--- src/design/sgi_pkg.sv ---
// Shared widths, payload types and queue types for the segment intersection core.
package sgi_pkg;

    localparam int COORD_BITS = 16;
    localparam int DIFF_W     = COORD_BITS + 1;          // coordinate difference
    localparam int PROD_W     = 2 * DIFF_W;              // one cross-product term
    localparam int CROSS_W    = 2 * COORD_BITS + 3;      // top, utop, bottom
    localparam int MAG_W      = 2 * COORD_BITS + 2;      // |top|, |bottom|
    localparam int NUM_W      = 3 * COORD_BITS + 3;      // |top|*|delta| and divider remainder
    localparam int QB_W       = COORD_BITS + 1;          // quotient bits kept
    localparam int DIV_STAGES = QB_W;
    localparam int QDEPTH     = 8;
    localparam int QPTR_W     = $clog2(QDEPTH);
    localparam int QCNT_W     = QPTR_W + 1;

    typedef struct packed {
        logic signed [COORD_BITS-1:0] first_start_x;
        logic signed [COORD_BITS-1:0] first_start_y;
        logic signed [COORD_BITS-1:0] first_end_x;
        logic signed [COORD_BITS-1:0] first_end_y;
        logic signed [COORD_BITS-1:0] second_start_x;
        logic signed [COORD_BITS-1:0] second_start_y;
        logic signed [COORD_BITS-1:0] second_end_x;
        logic signed [COORD_BITS-1:0] second_end_y;
    } t_in;

    typedef struct packed {
        logic                         hit;
        logic                         parallel;
        logic signed [COORD_BITS-1:0] cross_x;
        logic signed [COORD_BITS-1:0] cross_y;
    } t_out;

    // Classified job handed from the front part to the back part.
    typedef struct packed {
        logic                         hit;
        logic                         par;
        logic                         neg_x;
        logic                         neg_y;
        logic [MAG_W-1:0]             top_mag;
        logic [MAG_W-1:0]             bot_mag;
        logic [COORD_BITS-1:0]        ex_mag;
        logic [COORD_BITS-1:0]        ey_mag;
        logic signed [COORD_BITS-1:0] x1;
        logic signed [COORD_BITS-1:0] y1;
    } t_job;

    typedef struct packed {
        logic [QCNT_W-1:0] count;
        logic              not_empty;
    } t_q_stat;

endpackage

--- src/design/sgi_fifo.sv ---
// Short job queue between the front and back parts.
module sgi_fifo (
    input  logic             i_clk,
    input  logic             i_rst_n,
    input  logic             i_push,
    input  sgi_pkg::t_job    i_push_data,
    input  logic             i_pop,
    output sgi_pkg::t_job    o_pop_data,
    output sgi_pkg::t_q_stat o_stat
);
    localparam int PTW = sgi_pkg::QPTR_W;
    localparam int CNW = sgi_pkg::QCNT_W;

    sgi_pkg::t_job   r_mem [sgi_pkg::QDEPTH];
    logic [PTW-1:0]  r_wr, r_rd;
    logic [CNW-1:0]  r_cnt, n_cnt;

    always_comb begin
        n_cnt = r_cnt;
        if (i_push && !i_pop) begin
            n_cnt = r_cnt + CNW'(1);
        end else if (i_pop && !i_push) begin
            n_cnt = r_cnt - CNW'(1);
        end
    end

    always_ff @(posedge i_clk) begin
        if (!i_rst_n) begin
            r_wr  <= '0;
            r_rd  <= '0;
            r_cnt <= '0;
        end else begin
            if (i_push) begin
                r_wr <= r_wr + PTW'(1);
            end
            if (i_pop) begin
                r_rd <= r_rd + PTW'(1);
            end
            r_cnt <= n_cnt;
        end
    end

    always_ff @(posedge i_clk) begin
        if (i_push) begin
            r_mem[r_wr] <= i_push_data;
        end
    end

    assign o_pop_data       = r_mem[r_rd];
    assign o_stat.count     = r_cnt;
    assign o_stat.not_empty = (r_cnt != '0);

endmodule

--- config.mk ---
export PLATFORM = sky130hd
export DESIGN_NAME = sgi_fifo
export DESIGN_NICKNAME = d
export VERILOG_FILES = /design/src/design/sgi_pkg.sv /design/src/design/sgi_fifo.sv
export SDC_FILE = /design/constraint.sdc
export NUM_CORES = 1
export LEC_CHECK = 0
export BUFFER_PORTS_ARGS = -buffer_cell sky130_fd_sc_hd__buf_2
export CORE_MARGIN = 3
export CORE_UTILIZATION = 45
export CTS_BUF_LIST = sky130_fd_sc_hd__clkbuf_2 sky130_fd_sc_hd__clkbuf_4 sky130_fd_sc_hd__clkbuf_8
export DETAILED_ROUTE_END_ITERATION = 8
export GPL_TIMING_DRIVEN = 0
export PLACE_DENSITY = 0.67
export SLEW_MARGIN = 40
export SYNTH_ARGS = -nofsm -noshare
export SYNTH_HDL_FRONTEND = slang
export SYNTH_SLANG_ARGS = --single-unit
--- constraint.sdc ---
create_clock -name i_clk -period 31.9 [get_ports i_clk]
set_input_delay 3.19 -clock i_clk [delete_from_list [all_inputs] [get_ports i_clk]]
set_output_delay 3.19 -clock i_clk [all_outputs]
set_load 0.03 [all_outputs]
# After elaboration in Yosys (flattened, before gate mapping)
# Memories as Yosys holds them, arrays and structs flattened. A register that Yosys moved wholly into a read port is not among the register bits.
# Index checks and enable logic that the tools add are counted.
totals:
  mem_bits_rw: 1088
  latch_bits: 0
  mem_count: 1
  regBits: 10
  mem_bits_ro: 0
  input_bits: 140
  output_inout_bits: 141
op_classes:
  bitwise: 0
  n_eq_ne: 0
  n_reduce_logical: 6
  n_mux: 6
  add_sub_neg: 4
  n_lt_le_gt_ge: 0
  multipliers: 0
  n_shift: 0
  div_mod_pow: 0
mem_list:
  columns: ["memory", "depth", "width", "read_ports", "rd_ports_with_merged_regs", "wr", "line", "rtl"]
  rows:
  - ["r_mem", 8, 136, 1, 1, 1, "sgi_fifo.sv:14", "sgi_pkg::t_job r_mem [sgi_pkg::QDEPTH];"]
op_table:
  columns: ["operator", "n"]
  rows:
  - ["two-way mux 4 bit", 2]
  - ["adder 3 x 1 -> 3 bit, second input constant", 2]
  - ["two-way mux 3 bit", 2]
  - ["adder 4 x 1 -> 4 bit, second input constant", 1]
  - ["nonzero test 4 bit", 1]
  - ["subtractor 4 x 1 -> 4 bit, second input constant", 1]
  - ["logical AND 1 bit", 2]
  - ["logical NOT 1 bit", 2]
  - ["two-way mux 1 bit", 2]
  - ["nonzero test 2 bit", 1]

# Depth between registers and ports, before layout
depth:
  ltp_word: 4
  mapped_depth: 8

# Least setup slack after synthesis
# OpenSTA, ideal clock, no wires.
synth_path:
  path_kind: "input to register"
  startpoint: "input port i_push"
  endpoint: "memory r_mem[0][0] (netlist name), enable pin"
  setup_time_ns: 0.798
  arrival_time_ns: 12.460
  path_buffers: 0
  path_slack_ns: 18.642
  cell_stages: 2
  path_cell_list: "nand2b_1 > nor3_1"
synth_via:
  elab_chain_cells: 2
synth_rtl:
  columns: ["element", "line", "rtl"]
  rows:
  - ["start, declared", "sgi_fifo.sv:5", "input logic i_push,"]
  - ["two-way mux 1 bit", "sgi_fifo.sv:44", "if (i_push) begin"]
  - ["two-way mux 1 bit (not written as such)", "sgi_fifo.sv:45", "r_mem[r_wr] <= i_push_data;"]
  - ["end, declared", "sgi_fifo.sv:14", null]
# Every way passes these cells.

==> run summary <==
# rows = 110
Die Wd = 309 µm
Longest Clk Path Bufs = 3
Post-Route WL = 90.7 mm
Die Y = 309 µm
Fmax = 150 MHz
# hold bufs at CTS = 0
Design Area, Final = 49600 µm²
Hold Path Class = reg2reg
Worst Path Max Fanout = 10
Dpl cell area = 46200 µm²
Largest net degree at the start of global routing = 17
Pleak = 16.2 nW
Post-placement cell count = 3225
Setup WS pre-CTS = 25.97 ns
Area growth from synthesis to layout = 20.0%
Die area = 95600 µm²
Syn_nets = 1785
Antenna violations before repair = 25
CTS sink count = 1101
RSZ-0062 raised after global routing = no
Via count = 19400
R2R Path Start = r_wr[2]
Final Max Slew Viols = 0
Layout cells sized above 1 = 48.0%
Final Util = 54.8%
Mapped Cells = 1639
CTS tree = done
IO buf count = 280
Mapped Avg Cell Area = 25.2 µm²
Largest family of logic cells by synthesized area = multiplexers
Area of the multi-input gates = 8070 µm²
Clock Tree Root = clkbuf_8
Remaining antenna violation count = 0
Crit path kind = reg2out
Worst setup margin = 25.23 ns
Fillers = 6798
Status = complete, no violations
DR top layer = met5
Routed length on met3 = 7.11 mm
Netlist cell types = 27
Final period utilization = 20.9%
Final hold vios = 0
Power Dens Cells = 63.2 nW/µm²
Seq. cell area = 32900 µm²
Worst Path Required = 28.71 ns
Cell Area, Synth = 41400 µm²
Worst-path clk slew = 0.06 ns
IO Pins = 281
Max_slew headroom = 43.4%
CTS resizes = 0
Crit. End Element = output port
Sequential area share after synthesis = 79.6%
Yosys reg bits = 1101
Global placer's final weighted congestion = 0.756
H-tree depth = 4
CP Launch Type = flop
Tmin final = 6.67 ns
Post-DP HPWL = 59.7 mm
Residual DRC = 0
Simple-gate share of the synthesized area = 0.384%
Total negative slack = 0 ns
Maximum capacitance violations = 0
Overflow after GRT = 0
CORE AREA = 90600 µm²
Final Skew = 0.0298 ns
Post-Synth XOR/XNOR Area = 0.127%
Synth Area in Adders = 0.200%
Ys Warns = 0
Worst-Margin Slew = 0.850 ns
Most frequent cells in the layout = 1088 x edfxtp_1, 330 x buf_2, 272 x mux4_2
GRT Util Overall = 19.4%
Post-route insts no fill = 3550
Routed WL per cell = 25.5 µm
Number of vias per cell = 5.46
Met2 wire len = 44.2 mm
Post-synthesis mux area share = 18.6%
First-pass GRT wire length = 134 mm
Setup bufs post-CTS = 0
Iter 0 DRT Violations = 1489
Wl on met1 = 37.7 mm
Final net count = 2372
Latest clock arrival within the worst-skew pair = 0.82 ns
Most common cell after layout, fill and taps aside = edfxtp_1
Hold Startpoint = r_cnt[3]
Number of endpoints failing setup at the final stage = 0
Initial Util = 45.7%
Worst vdd ir = 0.0431 mV
Arrival @ worst endpoint = 3.48 ns
Drt first pass iters = 7
Number of global-route vias before repair = 20700
TritonCTS Buffers = 175
Post-synthesis compound-gate area fraction = 0.0575%
==> cells by family after synthesis <==
group | Yosys count
compound gates | 4
xor+xnor | 6
fa+ha+maj | 6
buf+inv | 79
flops | 1101
mux | 412
simple gates | 31
==> stage by stage <==
step / power, W / hold slack, ns
after CTS: 0.00318 / 0.494
after detailed placement: 0.00201 / 0.482
after global placement: 0.00200 / 0.471
after floorplan: 0.00189 / 0.512
final: 0.00314 / 0.488
after global routing: 0.00326 / 0.516
==> power breakdown <==
part / switching [W] / internal, W
Clock: 0.000532 / 0.000632
Combinational: 0.000197 / 0.000136
Sequential: 0.00000900 / 0.00163
Total: 0.000738 / 0.00240
==> final cells by class <==
class | count | area share [%]
flip-flops and latches | 1101 | 66.4
multi-input cells | 459 | 16.3
repair buffers | 410 | 6.61
clock buffers | 238 | 5.96
well taps | 1176 | 2.97
clock inverters | 70 | 0.903
plain buffers | 77 | 0.817
diodes | 17 | 0.0857
inverters | 2 | 0.0151
==> registers in the layout, summed over array words and instances (netlist names), named ones only <==
signal	flops
r_mem	1088
r_wr	3
r_cnt	4
r_rd	3
==> per-layer routing <==
layer	track usage, %	vias to the layer above
met3	6.35	148
met2	30.5	606
met4	5.77	14
met1	26.0	10300
li1	-	8305
met5	0	-
==> critical path: stages (launching register included) <==
cell,delay (ns)
dfxtp_1,0.34
buf_4,0.29
buf_2,0.45
buf_1,0.69
mux4_2,0.42
mux2_2,0.29
buf_2,0.18
==> worst paths after layout <==
kind | end | slack (ns) | depth (start not counted)
setup / recovery | o_pop_data[119] | 25.23 | 6
hold / removal | r_cnt[3] | 0.49 | 2
setup reg to reg | r_mem[4][114] | 29.00 | 9
hold reg to reg | r_cnt[3] | 0.49 | 2
==> synth_stat cells (all sizes together) <==
cell type	number	share of area, %
nor3	2	0.024
and2	7	0.11
nand2b	4	0.061
nand3	1	0.012
a31oi	1	0.015
clkbuf	36	0.33
fa	1	0.048
ha	5	0.15
nor2	7	0.064
inv	2	0.018
dfxtp	13	0.63
a211oi	1	0.018
mux2i	4	0.097
mux2	136	3.7
xor2	2	0.042
a21oi	1	0.012
nand2	6	0.054
o21ai	1	0.012
buf	41	0.64
nor2b	3	0.045
edfxtp	1088	79
mux4	272	15
xnor2	4	0.085
or4	1	0.018
(Power assumes the default switching activity.)
